`src/rtl/core/ehfx_pkg.sv`:
```
package ehfx_pkg;

    localparam int QUEUE_DEPTH = 2;

    typedef enum logic [2:0] {
        ST_OK         = 3'd0,
        ST_NOT_ELF    = 3'd1,
        ST_TRUNCATED  = 3'd2,
        ST_BAD_ENDIAN = 3'd3,
        ST_BAD_CLASS  = 3'd4
    } t_status;

    localparam logic [3:0] FID_IS64      = 4'd0;
    localparam logic [3:0] FID_BIG       = 4'd1;
    localparam logic [3:0] FID_TYPE      = 4'd2;
    localparam logic [3:0] FID_MACHINE   = 4'd3;
    localparam logic [3:0] FID_ENTRY     = 4'd4;
    localparam logic [3:0] FID_PHOFF     = 4'd5;
    localparam logic [3:0] FID_SHOFF     = 4'd6;
    localparam logic [3:0] FID_PHNUM     = 4'd7;
    localparam logic [3:0] FID_SHNUM     = 4'd8;
    localparam logic [3:0] FID_SHSTRNDX  = 4'd9;
    localparam logic [3:0] FID_EHSIZE    = 4'd10;
    localparam logic [3:0] FID_SHENTSIZE = 4'd11;

    localparam logic [5:0] MAGIC_LEN  = 6'd4;
    localparam logic [5:0] OFF_CLASS  = 6'd4;
    localparam logic [5:0] OFF_DATA   = 6'd5;
    localparam logic [5:0] IDENT_LAST = 6'd15;
    localparam logic [5:0] HDR32_LAST = 6'd51;
    localparam logic [5:0] HDR64_LAST = 6'd63;

    localparam logic [7:0] CLASS_32 = 8'd1;
    localparam logic [7:0] CLASS_64 = 8'd2;
    localparam logic [7:0] DATA_LSB = 8'd1;
    localparam logic [7:0] DATA_MSB = 8'd2;

    typedef struct packed {
        logic [15:0] e_type;
        logic [15:0] machine;
        logic [63:0] entry;
        logic [63:0] phoff;
        logic [63:0] shoff;
        logic [15:0] phnum;
        logic [15:0] shnum;
        logic [15:0] shstrndx;
        logic [15:0] ehsize;
        logic [15:0] shentsize;
    } t_fields;

    typedef struct packed {
        t_status status;
        logic    is64;
        logic    big;
        t_fields f;
    } t_job;

    typedef struct packed {
        logic       hit;
        logic [3:0] fid;
        logic [2:0] idx;
        logic [2:0] len_m1;
    } t_place;

    function automatic logic [7:0] magic_byte(input logic [1:0] i);
        logic [7:0] m;
        unique case (i)
            2'd0: m = 8'h7F;
            2'd1: m = 8'h45;
            2'd2: m = 8'h4C;
            default: m = 8'h46;
        endcase
        return m;
    endfunction

    // Map a header offset to its field, byte index within the field and length less one.
    function automatic t_place place_of(input logic [5:0] p, input logic is64);
        t_place r;
        r        = '0;
        r.hit    = 1'b1;
        r.len_m1 = 3'd1;
        r.idx    = {2'b00, p[0]};
        if (is64) begin
            unique case (p) inside
                [6'd16:6'd17]: r.fid = FID_TYPE;
                [6'd18:6'd19]: r.fid = FID_MACHINE;
                [6'd24:6'd31]: begin
                    r.fid = FID_ENTRY; r.len_m1 = 3'd7; r.idx = p[2:0];
                end
                [6'd32:6'd39]: begin
                    r.fid = FID_PHOFF; r.len_m1 = 3'd7; r.idx = p[2:0];
                end
                [6'd40:6'd47]: begin
                    r.fid = FID_SHOFF; r.len_m1 = 3'd7; r.idx = p[2:0];
                end
                [6'd52:6'd53]: r.fid = FID_EHSIZE;
                [6'd56:6'd57]: r.fid = FID_PHNUM;
                [6'd58:6'd59]: r.fid = FID_SHENTSIZE;
                [6'd60:6'd61]: r.fid = FID_SHNUM;
                [6'd62:6'd63]: r.fid = FID_SHSTRNDX;
                default: r.hit = 1'b0;
            endcase
        end else begin
            unique case (p) inside
                [6'd16:6'd17]: r.fid = FID_TYPE;
                [6'd18:6'd19]: r.fid = FID_MACHINE;
                [6'd24:6'd27]: begin
                    r.fid = FID_ENTRY; r.len_m1 = 3'd3; r.idx = {1'b0, p[1:0]};
                end
                [6'd28:6'd31]: begin
                    r.fid = FID_PHOFF; r.len_m1 = 3'd3; r.idx = {1'b0, p[1:0]};
                end
                [6'd32:6'd35]: begin
                    r.fid = FID_SHOFF; r.len_m1 = 3'd3; r.idx = {1'b0, p[1:0]};
                end
                [6'd40:6'd41]: r.fid = FID_EHSIZE;
                [6'd44:6'd45]: r.fid = FID_PHNUM;
                [6'd46:6'd47]: r.fid = FID_SHENTSIZE;
                [6'd48:6'd49]: r.fid = FID_SHNUM;
                [6'd50:6'd51]: r.fid = FID_SHSTRNDX;
                default: r.hit = 1'b0;
            endcase
        end
        return r;
    endfunction

endpackage

```
`src/rtl/core/elf_header_field_extractor_top.sv`:
```
// Channel   Direction  Handshake                 Beat payload
// -------   ---------  ------------------------  -----------------------------------------
// in        sink       i_in_valid / o_in_ready    i_data_byte, i_end_of_file
// out       source     o_out_valid / i_out_ready  o_status, o_field_id, o_field_value,
//                                                 o_last_of_run
//
// Input takes one byte per cycle; o_in_ready drops only while the job queue is full.
// A decoded header leaves as 12 output beats, an error as 1 beat; the back end's beat
// counter steps through them, one beat per cycle while i_out_ready is high.
// A result job is queued in the cycle after its deciding byte; its first beat shows
// once the back end pops it. Reset is synchronous, active low, with no clearing pass.
// Output stalls back up through the job queue only; input stalls never touch the output.
module elf_header_field_extractor_top #(
    parameter int QUEUE_DEPTH = ehfx_pkg::QUEUE_DEPTH
) (
    input  logic        i_clk,
    input  logic        i_rst_n,
    input  logic        i_in_valid,
    output logic        o_in_ready,
    input  logic [7:0]  i_data_byte,
    input  logic        i_end_of_file,
    output logic        o_out_valid,
    input  logic        i_out_ready,
    output logic [2:0]  o_status,
    output logic [3:0]  o_field_id,
    output logic [63:0] o_field_value,
    output logic        o_last_of_run
);

    // Jobs from the classifier to the result sequencer.
    logic           w_push;
    logic           w_full;
    logic           w_q_valid;
    logic           w_pop;
    ehfx_pkg::t_job w_job_in;
    ehfx_pkg::t_job w_job_out;

    // Front: check magic and ident, assemble fields in the chosen byte order,
    // and push one job per file when its outcome is known.
    ehfx_front u_front (
        .i_clk         (i_clk),
        .i_rst_n       (i_rst_n),
        .i_in_valid    (i_in_valid),
        .o_in_ready    (o_in_ready),
        .i_data_byte   (i_data_byte),
        .i_end_of_file (i_end_of_file),
        .o_push        (w_push),
        .o_job         (w_job_in),
        .i_full        (w_full)
    );

    // Hold finished jobs so the next file streams in while results drain.
    ehfx_queue #(
        .DEPTH (QUEUE_DEPTH)
    ) u_queue (
        .i_clk   (i_clk),
        .i_rst_n (i_rst_n),
        .i_push  (w_push),
        .i_data  (w_job_in),
        .o_full  (w_full),
        .o_valid (w_q_valid),
        .i_pop   (w_pop),
        .o_data  (w_job_out)
    );

    // Back: step through the field beats of the current job.
    ehfx_back u_back (
        .i_clk         (i_clk),
        .i_rst_n       (i_rst_n),
        .i_job_valid   (w_q_valid),
        .i_job         (w_job_out),
        .o_pop         (w_pop),
        .o_out_valid   (o_out_valid),
        .i_out_ready   (i_out_ready),
        .o_status      (o_status),
        .o_field_id    (o_field_id),
        .o_field_value (o_field_value),
        .o_last_of_run (o_last_of_run)
    );

endmodule

```
`src/rtl/core/ehfx_front.sv`:
```
module ehfx_front (
    input  logic                i_clk,
    input  logic                i_rst_n,
    input  logic                i_in_valid,
    output logic                o_in_ready,
    input  logic [7:0]          i_data_byte,
    input  logic                i_end_of_file,
    output logic                o_push,
    output ehfx_pkg::t_job      o_job,
    input  logic                i_full
);

    logic [5:0]        r_pos, n_pos;
    logic              r_decided, n_decided;
    logic              r_is64, n_is64;
    logic              r_big, n_big;
    logic [7:0]        r_cls, n_cls;
    logic [7:0]        r_enc, n_enc;
    ehfx_pkg::t_fields r_fields, n_fields;
    ehfx_pkg::t_place  w_place;
    ehfx_pkg::t_status w_status;
    logic [2:0]        w_sh;
    logic [5:0]        w_last;
    logic              w_take;
    logic              w_result;

    assign o_in_ready = !i_full;
    assign w_take     = i_in_valid && o_in_ready;
    assign w_place    = ehfx_pkg::place_of(r_pos, r_is64);
    assign w_sh       = r_big ? (w_place.len_m1 - w_place.idx) : w_place.idx;
    assign w_last     = r_is64 ? ehfx_pkg::HDR64_LAST : ehfx_pkg::HDR32_LAST;

    always_comb begin
        n_pos     = r_pos;
        n_decided = r_decided;
        n_is64    = r_is64;
        n_big     = r_big;
        n_cls     = r_cls;
        n_enc     = r_enc;
        n_fields  = r_fields;
        w_result  = 1'b0;
        w_status  = ehfx_pkg::ST_OK;
        if (w_take) begin
            if (!r_decided) begin
                if (r_pos == '0) begin
                    n_fields = '0;
                end
                if (r_pos == ehfx_pkg::OFF_CLASS) begin
                    n_cls = i_data_byte;
                end
                if (r_pos == ehfx_pkg::OFF_DATA) begin
                    n_enc = i_data_byte;
                end
                if (w_place.hit) begin
                    unique case (w_place.fid)
                        ehfx_pkg::FID_TYPE:
                            n_fields.e_type[{w_sh[0], 3'b000} +: 8] = i_data_byte;
                        ehfx_pkg::FID_MACHINE:
                            n_fields.machine[{w_sh[0], 3'b000} +: 8] = i_data_byte;
                        ehfx_pkg::FID_ENTRY:
                            n_fields.entry[{w_sh, 3'b000} +: 8] = i_data_byte;
                        ehfx_pkg::FID_PHOFF:
                            n_fields.phoff[{w_sh, 3'b000} +: 8] = i_data_byte;
                        ehfx_pkg::FID_SHOFF:
                            n_fields.shoff[{w_sh, 3'b000} +: 8] = i_data_byte;
                        ehfx_pkg::FID_PHNUM:
                            n_fields.phnum[{w_sh[0], 3'b000} +: 8] = i_data_byte;
                        ehfx_pkg::FID_SHNUM:
                            n_fields.shnum[{w_sh[0], 3'b000} +: 8] = i_data_byte;
                        ehfx_pkg::FID_SHSTRNDX:
                            n_fields.shstrndx[{w_sh[0], 3'b000} +: 8] = i_data_byte;
                        ehfx_pkg::FID_EHSIZE:
                            n_fields.ehsize[{w_sh[0], 3'b000} +: 8] = i_data_byte;
                        ehfx_pkg::FID_SHENTSIZE:
                            n_fields.shentsize[{w_sh[0], 3'b000} +: 8] = i_data_byte;
                        default: ;
                    endcase
                end

                if (r_pos < ehfx_pkg::MAGIC_LEN &&
                    i_data_byte != ehfx_pkg::magic_byte(r_pos[1:0])) begin
                    w_result = 1'b1;
                    w_status = ehfx_pkg::ST_NOT_ELF;
                end else if (r_pos == ehfx_pkg::IDENT_LAST) begin
                    if (r_enc != ehfx_pkg::DATA_LSB && r_enc != ehfx_pkg::DATA_MSB) begin
                        w_result = 1'b1;
                        w_status = ehfx_pkg::ST_BAD_ENDIAN;
                    end else if (r_cls != ehfx_pkg::CLASS_32 &&
                                 r_cls != ehfx_pkg::CLASS_64) begin
                        w_result = 1'b1;
                        w_status = ehfx_pkg::ST_BAD_CLASS;
                    end else begin
                        n_big  = (r_enc == ehfx_pkg::DATA_MSB);
                        n_is64 = (r_cls == ehfx_pkg::CLASS_64);
                    end
                end else if (r_pos > ehfx_pkg::IDENT_LAST && r_pos == w_last) begin
                    w_result = 1'b1;
                end

                // End mark with nothing decided yet: short file.
                if (!w_result && i_end_of_file) begin
                    w_result = 1'b1;
                    w_status = (r_pos < ehfx_pkg::MAGIC_LEN - 6'd1) ?
                               ehfx_pkg::ST_NOT_ELF : ehfx_pkg::ST_TRUNCATED;
                end

                n_pos = r_pos + 6'd1;
                if (!i_end_of_file && w_result) begin
                    n_decided = 1'b1;
                end
            end
            if (i_end_of_file) begin
                n_pos     = '0;
                n_decided = 1'b0;
                n_is64    = 1'b0;
                n_big     = 1'b0;
            end
        end
    end

    assign o_push      = w_take && w_result;
    assign o_job.status = w_status;
    assign o_job.is64  = r_is64;
    assign o_job.big   = r_big;
    assign o_job.f     = n_fields;

    always_ff @(posedge i_clk) begin
        if (!i_rst_n) begin
            r_pos     <= '0;
            r_decided <= 1'b0;
            r_is64    <= 1'b0;
            r_big     <= 1'b0;
        end else begin
            r_pos     <= n_pos;
            r_decided <= n_decided;
            r_is64    <= n_is64;
            r_big     <= n_big;
        end
    end

    always_ff @(posedge i_clk) begin
        r_cls    <= n_cls;
        r_enc    <= n_enc;
        r_fields <= n_fields;
    end

endmodule

```
`src/rtl/core/ehfx_queue.sv`:
```
module ehfx_queue #(
    parameter int DEPTH = ehfx_pkg::QUEUE_DEPTH
) (
    input  logic           i_clk,
    input  logic           i_rst_n,
    input  logic           i_push,
    input  ehfx_pkg::t_job i_data,
    output logic           o_full,
    output logic           o_valid,
    input  logic           i_pop,
    output ehfx_pkg::t_job o_data
);

    localparam int AW = (DEPTH > 1) ? $clog2(DEPTH) : 1;
    localparam int CW = $clog2(DEPTH + 1);
    localparam logic [AW-1:0] LAST_PTR = AW'(DEPTH - 1);
    localparam logic [CW-1:0] FULL_CNT = CW'(DEPTH);

    ehfx_pkg::t_job r_mem [DEPTH];
    logic [AW-1:0]  r_wr, n_wr;
    logic [AW-1:0]  r_rd, n_rd;
    logic [CW-1:0]  r_cnt, n_cnt;
    logic           w_push, w_pop;

    assign o_full  = (r_cnt == FULL_CNT);
    assign o_valid = (r_cnt != '0);
    assign o_data  = r_mem[r_rd];
    assign w_push  = i_push && !o_full;
    assign w_pop   = i_pop && o_valid;

    always_comb begin
        n_wr  = r_wr;
        n_rd  = r_rd;
        n_cnt = r_cnt;
        if (w_push) begin
            n_wr = (r_wr == LAST_PTR) ? '0 : r_wr + AW'(1);
        end
        if (w_pop) begin
            n_rd = (r_rd == LAST_PTR) ? '0 : r_rd + AW'(1);
        end
        if (w_push && !w_pop) begin
            n_cnt = r_cnt + CW'(1);
        end else if (w_pop && !w_push) begin
            n_cnt = r_cnt - CW'(1);
        end
    end

    always_ff @(posedge i_clk) begin
        if (!i_rst_n) begin
            r_wr  <= '0;
            r_rd  <= '0;
            r_cnt <= '0;
        end else begin
            r_wr  <= n_wr;
            r_rd  <= n_rd;
            r_cnt <= n_cnt;
        end
    end

    always_ff @(posedge i_clk) begin
        if (w_push) begin
            r_mem[r_wr] <= i_data;
        end
    end

endmodule

```
`src/rtl/core/ehfx_back.sv`:
```
module ehfx_back (
    input  logic           i_clk,
    input  logic           i_rst_n,
    input  logic           i_job_valid,
    input  ehfx_pkg::t_job i_job,
    output logic           o_pop,
    output logic           o_out_valid,
    input  logic           i_out_ready,
    output logic [2:0]     o_status,
    output logic [3:0]     o_field_id,
    output logic [63:0]    o_field_value,
    output logic           o_last_of_run
);

    ehfx_pkg::t_job r_cur;
    logic           r_busy, n_busy;
    logic [3:0]     r_idx, n_idx;
    logic           w_err, w_last, w_fire;
    logic [63:0]    w_value;

    assign w_err  = (r_cur.status != ehfx_pkg::ST_OK);
    assign w_last = w_err || (r_idx == ehfx_pkg::FID_SHENTSIZE);
    assign w_fire = r_busy && i_out_ready;
    assign o_pop  = i_job_valid && (!r_busy || (w_fire && w_last));

    always_comb begin
        n_busy = r_busy;
        n_idx  = r_idx;
        if (o_pop) begin
            n_busy = 1'b1;
            n_idx  = ehfx_pkg::FID_IS64;
        end else if (w_fire && w_last) begin
            n_busy = 1'b0;
        end else if (w_fire) begin
            n_idx = r_idx + 4'd1;
        end
    end

    always_comb begin
        unique case (r_idx)
            ehfx_pkg::FID_IS64:      w_value = {63'd0, r_cur.is64};
            ehfx_pkg::FID_BIG:       w_value = {63'd0, r_cur.big};
            ehfx_pkg::FID_TYPE:      w_value = {48'd0, r_cur.f.e_type};
            ehfx_pkg::FID_MACHINE:   w_value = {48'd0, r_cur.f.machine};
            ehfx_pkg::FID_ENTRY:     w_value = r_cur.f.entry;
            ehfx_pkg::FID_PHOFF:     w_value = r_cur.f.phoff;
            ehfx_pkg::FID_SHOFF:     w_value = r_cur.f.shoff;
            ehfx_pkg::FID_PHNUM:     w_value = {48'd0, r_cur.f.phnum};
            ehfx_pkg::FID_SHNUM:     w_value = {48'd0, r_cur.f.shnum};
            ehfx_pkg::FID_SHSTRNDX:  w_value = {48'd0, r_cur.f.shstrndx};
            ehfx_pkg::FID_EHSIZE:    w_value = {48'd0, r_cur.f.ehsize};
            ehfx_pkg::FID_SHENTSIZE: w_value = {48'd0, r_cur.f.shentsize};
            default:                 w_value = '0;
        endcase
    end

    assign o_out_valid   = r_busy;
    assign o_status      = r_cur.status;
    assign o_field_id    = w_err ? ehfx_pkg::FID_IS64 : r_idx;
    assign o_field_value = w_err ? 64'd0 : w_value;
    assign o_last_of_run = w_last;

    always_ff @(posedge i_clk) begin
        if (!i_rst_n) begin
            r_busy <= 1'b0;
            r_idx  <= '0;
        end else begin
            r_busy <= n_busy;
            r_idx  <= n_idx;
        end
    end

    always_ff @(posedge i_clk) begin
        if (o_pop) begin
            r_cur <= i_job;
        end
    end

endmodule

```
`config.mk`:
```
export PLATFORM = sky130hd
export DESIGN_NAME = elf_header_field_extractor_top
export DESIGN_NICKNAME = d
export VERILOG_FILES = /design/src/rtl/core/ehfx_pkg.sv /design/src/rtl/core/elf_header_field_extractor_top.sv /design/src/rtl/core/ehfx_front.sv /design/src/rtl/core/ehfx_queue.sv /design/src/rtl/core/ehfx_back.sv
export SDC_FILE = /design/constraint.sdc
export NUM_CORES = 2
export LEC_CHECK = 0
export BUFFER_PORTS_ARGS = -buffer_cell sky130_fd_sc_hd__buf_4
export CAP_MARGIN = 40
export CORE_MARGIN = 1
export CORE_UTILIZATION = 25
export DETAILED_ROUTE_END_ITERATION = 10
export HOLD_SLACK_MARGIN = 0.15
export SLEW_MARGIN = 20
export SYNTH_ARGS = -nofsm -noshare
export SYNTH_HDL_FRONTEND = slang
export SYNTH_SLANG_ARGS = --single-unit
```
`constraint.sdc`:
```
create_clock -name i_clk -period 46.3 [get_ports i_clk]
set_clock_uncertainty 0.15 [all_clocks]
set_input_delay 2.315 -clock i_clk [delete_from_list [all_inputs] [get_ports i_clk]]
set_output_delay 2.315 -clock i_clk [all_outputs]
set_load 0.01 [all_outputs]
```
; Yosys cells after proc, flatten, opt, wreduce, memory -nomap -nowiden
; Memories as Yosys holds them, arrays and structs flattened. A register that Yosys moved wholly into a read port is not among the register bits.
; Index checks and enable logic that the tools add are counted.
[op_classes]
muxes = 86
reduce_logical = 59
shift = 4
addsub = 9
bitwise_logic = 3
n_eq_ne = 39
magnitude_cmp = 34
[ops]
columns = operator, count
row1 = $mux 304, 6
row2 = $pmux 64 s12, 1
row3 = $mux 64, 4
row4 = $bwmux 64, 3
row5 = $bwmux 16, 7
row6 = $mux 16, 7
row7 = $pmux 4 s10, 2
row8 = $le 6x6->1 const B, 12
row9 = $ge 6x6->1 const B, 11
row10 = $shift 8x8->64 const A, 1
row11 = $shiftx 8x8->64, 1
row12 = $mux 1, 35
row13 = $logic_and 1x1->1, 33
row14 = $eq 4x3->1 const B, 8
row15 = $eq 4x4->1 const B, 8
row16 = $ge 6x5->1 const B, 4
row17 = $le 6x5->1 const B, 4
row18 = $mux 3, 8
row19 = $reduce_or 10->1, 2
row20 = $mux 6, 3
row21 = $pmux 6 s3, 1
row22 = $eq 4x2->1 const B, 4
row23 = $eq 8x2->1 const B, 2
row24 = $mux 8, 2
row25 = 40 further kinds, 65
[totals]
output_inout_bits = 74
mem_count = 1
register_bits = 338
ram_bits = 618
word_cells = 256
[memory_table]
columns = memory, depth, word_bits, rd, rd_ports_with_merged_regs, wr, line_no
row1 = u_queue.r_mem, 2, 309, 1, 1, 1, ehfx_queue.sv:19  ; ehfx_pkg::t_job r_mem [DEPTH];

; Logic depth before layout (Yosys ltp)
[logic_depth]
word_depth = 22
mapped_depth = 21

; Hierarchy
; A second synthesis with hierarchy kept.
[hier_totals]
hier_cells = 2962
area_unflattened_um2 = 47510.6
[by_module_without_submodules]
columns = module, cells_each, area_per_inst_um2, seq_area_each_um2, instances
row1 = ehfx_queue, 986, 22923.2, 18657.9, 1
row2 = ehfx_front, 1308, 12863.6, 6746.5, 1
row3 = ehfx_back, 668, 11723.7, 9379.0, 1

; Worst setup path before layout
; Ideal clock, no wire load.
[synth_timing]
path_type = input -> register
from = in i_data_byte[0]
to = reg u_queue.r_wr
path_stages = 8
setup_time_ns = 0.122
path_slack_ns = 28.134
path_buffers = 1
t_arrival_ns = 17.894
cell_sequence = clkbuf_1 -> clkinv_1 -> o211ai_1 -> a31oi_1 -> o211ai_1 -> o21a_1 -> nor2b_1 -> o21a_1
[synth_between]
elab_chain_len = 14
[synth_lines]
columns = element, line_no
row1 = from (decl), elf_header_field_extractor_top.sv:20  ; input logic [7:0] i_data_byte,
row2 = $ne 8x8->1 (*), ehfx_front.sv:81  ; i_data_byte != ehfx_pkg::magic_byte(r_pos[1:0])) begin
row3 = $logic_and 1x1->1 (*), ehfx_front.sv:80  ; if (r_pos < ehfx_pkg::MAGIC_LEN &&
row4 = $mux 1 (*), ehfx_front.sv:80
row5 = $mux 1 (*), ehfx_front.sv:44  ; if (!r_decided) begin
row6 = $mux 1 (*), ehfx_front.sv:43  ; if (w_take) begin
row7 = $logic_not 1->1, ehfx_front.sv:101  ; if (!w_result && i_end_of_file) begin
row8 = $logic_and 1x1->1, ehfx_front.sv:101
row9 = $mux 1 (*), ehfx_front.sv:101
row10 = $mux 1 (*), ehfx_front.sv:44
row11 = $mux 1 (*), ehfx_front.sv:43
row12 = $mux 1 (*), ehfx_front.sv:44
row13 = $mux 1 (*), ehfx_front.sv:43
row14 = $logic_and 1x1->1 (*), ehfx_front.sv:121  ; assign o_push = w_take && w_result;
row15 = $logic_and 1x1->1 (*), ehfx_queue.sv:28  ; assign w_push = i_push && !o_full;
row16 = named net u_queue.w_push, ehfx_queue.sv:23  ; logic w_push, w_pop;
row17 = to (signal assigned), ehfx_queue.sv:54  ; r_wr <= n_wr;
row18 = to (decl), ehfx_queue.sv:20  ; logic [AW-1:0] r_wr, n_wr;
; The timed path passes the listed nets; every way through them passes the cells marked *. The select of a mux whose other input is x is not followed.
; A chain may end at the register's enable or synchronous reset.

; Final worst setup path
[layout_timing]
from = in i_data_byte[3]
to = mem u_queue.r_mem[0][188] in the netlist's numbering (enable)
[layout_between]
elab_chain_len = 16
[layout_lines]
columns = element, line_no
row1 = $ne 8x8->1 (*), ehfx_front.sv:81
row2 = $logic_and 1x1->1 (*), ehfx_front.sv:80
row3 = $mux 1 (*), ehfx_front.sv:80
row4 = $mux 1 (*), ehfx_front.sv:44
row5 = $mux 1 (*), ehfx_front.sv:43
row6 = $logic_not 1->1, ehfx_front.sv:101
row7 = $logic_and 1x1->1, ehfx_front.sv:101
row8 = $mux 1 (*), ehfx_front.sv:101
row9 = $mux 1 (*), ehfx_front.sv:44
row10 = $mux 1 (*), ehfx_front.sv:43
row11 = $mux 1 (*), ehfx_front.sv:44
row12 = $mux 1 (*), ehfx_front.sv:43
row13 = $logic_and 1x1->1 (*), ehfx_front.sv:121
row14 = $logic_and 1x1->1 (*), ehfx_queue.sv:28
row15 = named net u_queue.w_push, ehfx_queue.sv:23
row16 = $mux 1 (*), ehfx_queue.sv:61  ; if (w_push) begin
row17 = $mux 1 (not written as such) (*), ehfx_queue.sv:62  ; r_mem[r_wr] <= i_data;
row18 = to (decl), ehfx_queue.sv:19
; Marks and branches as above.

==> impl_results.md <==
* Final Total Pwr at approximately 0.003 W
* Setup WS pre-CTS at ~40000 ps
* ANT nets after route at 0
* GRT Residual Overflow at 0
* Iter 0 DRT Violations at 2078
* Crit-path cells: buf_4 > inv_1 > buf_4 > a2111o_1 > a31oi_1 > o211ai_1 > o21a_1 > nor2b_4 > buf_4 > buf_12 > buf_4
* Reg-to-reg slack, setup at 40460 ps
* Hpwl dp at 67100 microns
* Setup violations, final at 0
* Status: finished, final reports clean
* First-pass GRT wire length at about 170000 microns
* Reg-to-reg critical path startpoint: u_front.r_pos[1]
* Crit. Startpoint: i_data_byte[3]
* HP Start: u_front.r_fields[260]
* Total Negative Setup Slacks at 0 ps
* Largest net degree at the start of global routing at 167
* Syn_area_per_cell at 15.6 sq um
* Max VDD drop at about 36 uV
* CP max stage delay at 810 ps
* Power Dens Cells at 53.5 mW/mm^2
* RSZ-0062 raised after global routing: no
* CTS tree: yes
* Commonest non-fill, non-tap cell in the layout: edfxtp_1
* Crit path kind: input pin to flip-flop
* WP buf/inv at 6
* Synth Warn # at 0
* Layout cell share with drive strength beyond 1 at between 20% and 30%
* Clock Sinks at 1265
* CP Launch Type: input pin
* WL final at roughly 110000 microns
* Worst-margin pin slew at 1350 ps
* Mapped Cells at about 3000
* Root buffer cell: clkbuf_16
* Sequential fraction of the synthesis area at 74.6%
* Final RePlAce weighted congestion at 0.799
* Clock latency on the worst-skew pair at 720 ps
* Max Freq at 147 MHz
* Routed WL per cell at 20.1 microns
* Crit path DAT at 6970 ps
* Rows at ~160
* CTS Hold Buffers Added at 0
* Chip height at 434 microns
* Slew margin rel. at 9.97%
* All-Layer GR Usage at a little under an eighth
* Top FF cell, synth: edfxtp_1
* Synth unique cells at 72
* Most frequent cells in the layout: edfxtp_1, nand2_1, dfxtp_1, mux2_2, mux2i_1
* Placeable Area at 0.185 sq mm
* Tmin final at 6780 ps
* RR Endpoint: u_queue.r_mem[1][197]
* IO buf count at between 80 and 90
* CP max stage cell: buf_4
* CTS resizes at 0
* Via density at 4.41
* Drt pass-1 iters at 5
* Synthesized area at 0.0466 sq mm
* Crit. End Element: flip-flop
* Util after Layout at approximately 29%
* Die X at 434 microns
* Cell mode on critical path: buf_4
* Final worst slack at 39520 ps
* Hold depth at 2
* Longest Clk Path Bufs at 3
* Starting Density at 25.1%
* Number of synthesized flops with an enable pin at around 940
* Final net count at ~3100
* Htree depth at 3
* Sink of the worst hold path: u_front.r_fields[260]
* Reg2reg path depth at 16
* Leak at 18.2 nW
* CTS buffer count at roughly 110
* Max Cap Viol at 0
* Vias at 24900
* Vias in the first global route at about 25000
* DRC at 0
* Async SR Flop Fraction at 0%
* Top Ports at 87
* Final period util at 14.6%
* Syn_nets at 3004
* Hold Violations, Final at 0
* Crit path required time at 46490 ps
* Area Overhead vs Synth at 17.1%
* Setup Buffers After CTS at 0
* Clock slew at reported path FFs at 60 ps
* Die Area at 0.188 sq mm
* Critical path fanouts, max at 158
* Slew Viols, Final at 0
* Initial antenna violation count at 2
* Largest delay share family, worst path: buffers and inverters
* HP Class: flip-flop to flip-flop
* Yosys reg bits at 1265
## worst max path at each step
stage                                  endpoint  depth (start not counted)
after CTS                 u_queue.r_mem[0][125]                         11
after detailed placement  u_queue.r_mem[0][189]                         11
after global placement    u_queue.r_mem[1][150]                         10
after global routing      u_queue.r_mem[0][125]                         11
final                     u_queue.r_mem[0][188]                         11
after floorplan                    u_queue.r_wr                          8
## kinds of logic (layout without fill, tap and decap cells)
group / after synthesis / in the layout / share of synthesized area (%)
compound gates: 327 / 327 / 4.93
xor+xnor: 16 / 16 / 0.301
fa+ha+maj: 14 / 14 / 0.376
buf+inv: 197 / 399 / 1.70
flops: 1265 / 1265 / 74.6
mux: 503 / 503 / 11.6
other cells: 0 / 1 / 0
simple gates: 655 / 655 / 6.42
## flip-flops by register name, indices dropped and copies added (netlist names)
signal              count
u_back.r_idx            4
u_front.r_enc           8
u_front.r_big           1
u_front.r_cls           8
u_front.r_is64          1
u_queue.r_wr            1
u_back.o_out_valid      1
u_front.r_decided       1
u_front.r_fields      304
u_back.o_status         3
u_queue.r_mem         618
u_back.r_cur          306
u_queue.r_cnt           2
u_front.r_pos           6
u_queue.r_rd            1
## synthesized netlist by cell type, types with 3 or more instances
master	n	area [sq um]
o21a_1	6	45.0
nor3b_1	5	37.5
buf_2	13	65.1
a22oi_1	23	173
xor2_1	10	87.6
clkbuf_1	154	578
a221oi_1	30	263
and3_1	9	56.3
nor4_1	15	93.8
mux2i_1	194	1940
nor2b_1	11	68.8
a21boi_0	3	22.5
nand4_1	6	37.5
nor4_4	5	106
a21oi_1	16	80.1
o211ai_1	3	22.5
nand3b_1	3	22.5
clkinv_1	7	26.3
xnor2_1	6	52.6
mux2_2	309	3480
dfxtp_1	322	6450
o21bai_1	3	22.5
or3_1	10	62.6
buf_6	3	33.8
nor3_4	4	65.1
buf_1	7	26.3
o21ai_0	124	621
nor3_2	4	40.0
nand2_1	418	1570
edfxtp_1	943	28300
nand3_1	28	140
a22o_1	30	263
a31oi_1	20	125
nor2_1	81	304
inv_1	10	37.5
nor3_1	7	35.0
and2_1	22	138
a222oi_1	49	490
nand2b_1	10	62.6
ha_1	14	175
buf_4	3	22.5
## routing by layer
metal | vias up | wire [microns] | track usage (%)
met1 | 12800 | 45400 | 14.0
met4 | 0 | 3240 | 4.27
met3 | 155 | 4630 | 1.32
met5 | - | 0 | 0
li1 | 11400 | - | -
met2 | 626 | 60600 | 21.9
## stage by stage
step / cell area, sq um / instances / hold WS (ps)
2_1_floorplan: 46600 / 2977 / 270
3_3_place_gp: 50100 / 5413 / 309
3_5_place_dp: 50600 / 5438 / 325
4_1_cts: 54400 / 5654 / 335
5_1_grt: 54500 / 5660 / 354
6_report: 54500 / 5660 / 335
## power breakdown
part / switching (W) / total (W) / internal [W]
sequential: 0.0000556 / 0.00153 / 0.00148
combinational: 0.000274 / 0.000425 / 0.000151
clock: 0.000416 / 0.000959 / 0.000543
## worst reg2reg max path, cell delays in order, from the launching register on
cell,delay (ps)
dfxtp_1,650
ha_1,540
nand3b_1,190
a22oi_1,390
nor2_1,80
nor2_1,160
nor2_1,60
ha_1,210
nor2b_1,130
xnor2_1,70
or3_1,380
and2_1,180
ha_1,470
nand2b_1,370
nor4_1,550
nand2_1,620
mux2i_1,430
## cell type report
type	count	area, sq um
Fill cell	18300	131000
Sequential cell	1265	34800
Multi-Input combinational cell	1515	11100
Clock buffer	168	3270
Tap cell	2480	3100
Timing Repair Buffer	166	1640
Clock inverter	48	563
Inverter	17	71.3
Antenna cell	1	2.50
Note: power is estimated with default switching activity, not from simulation.
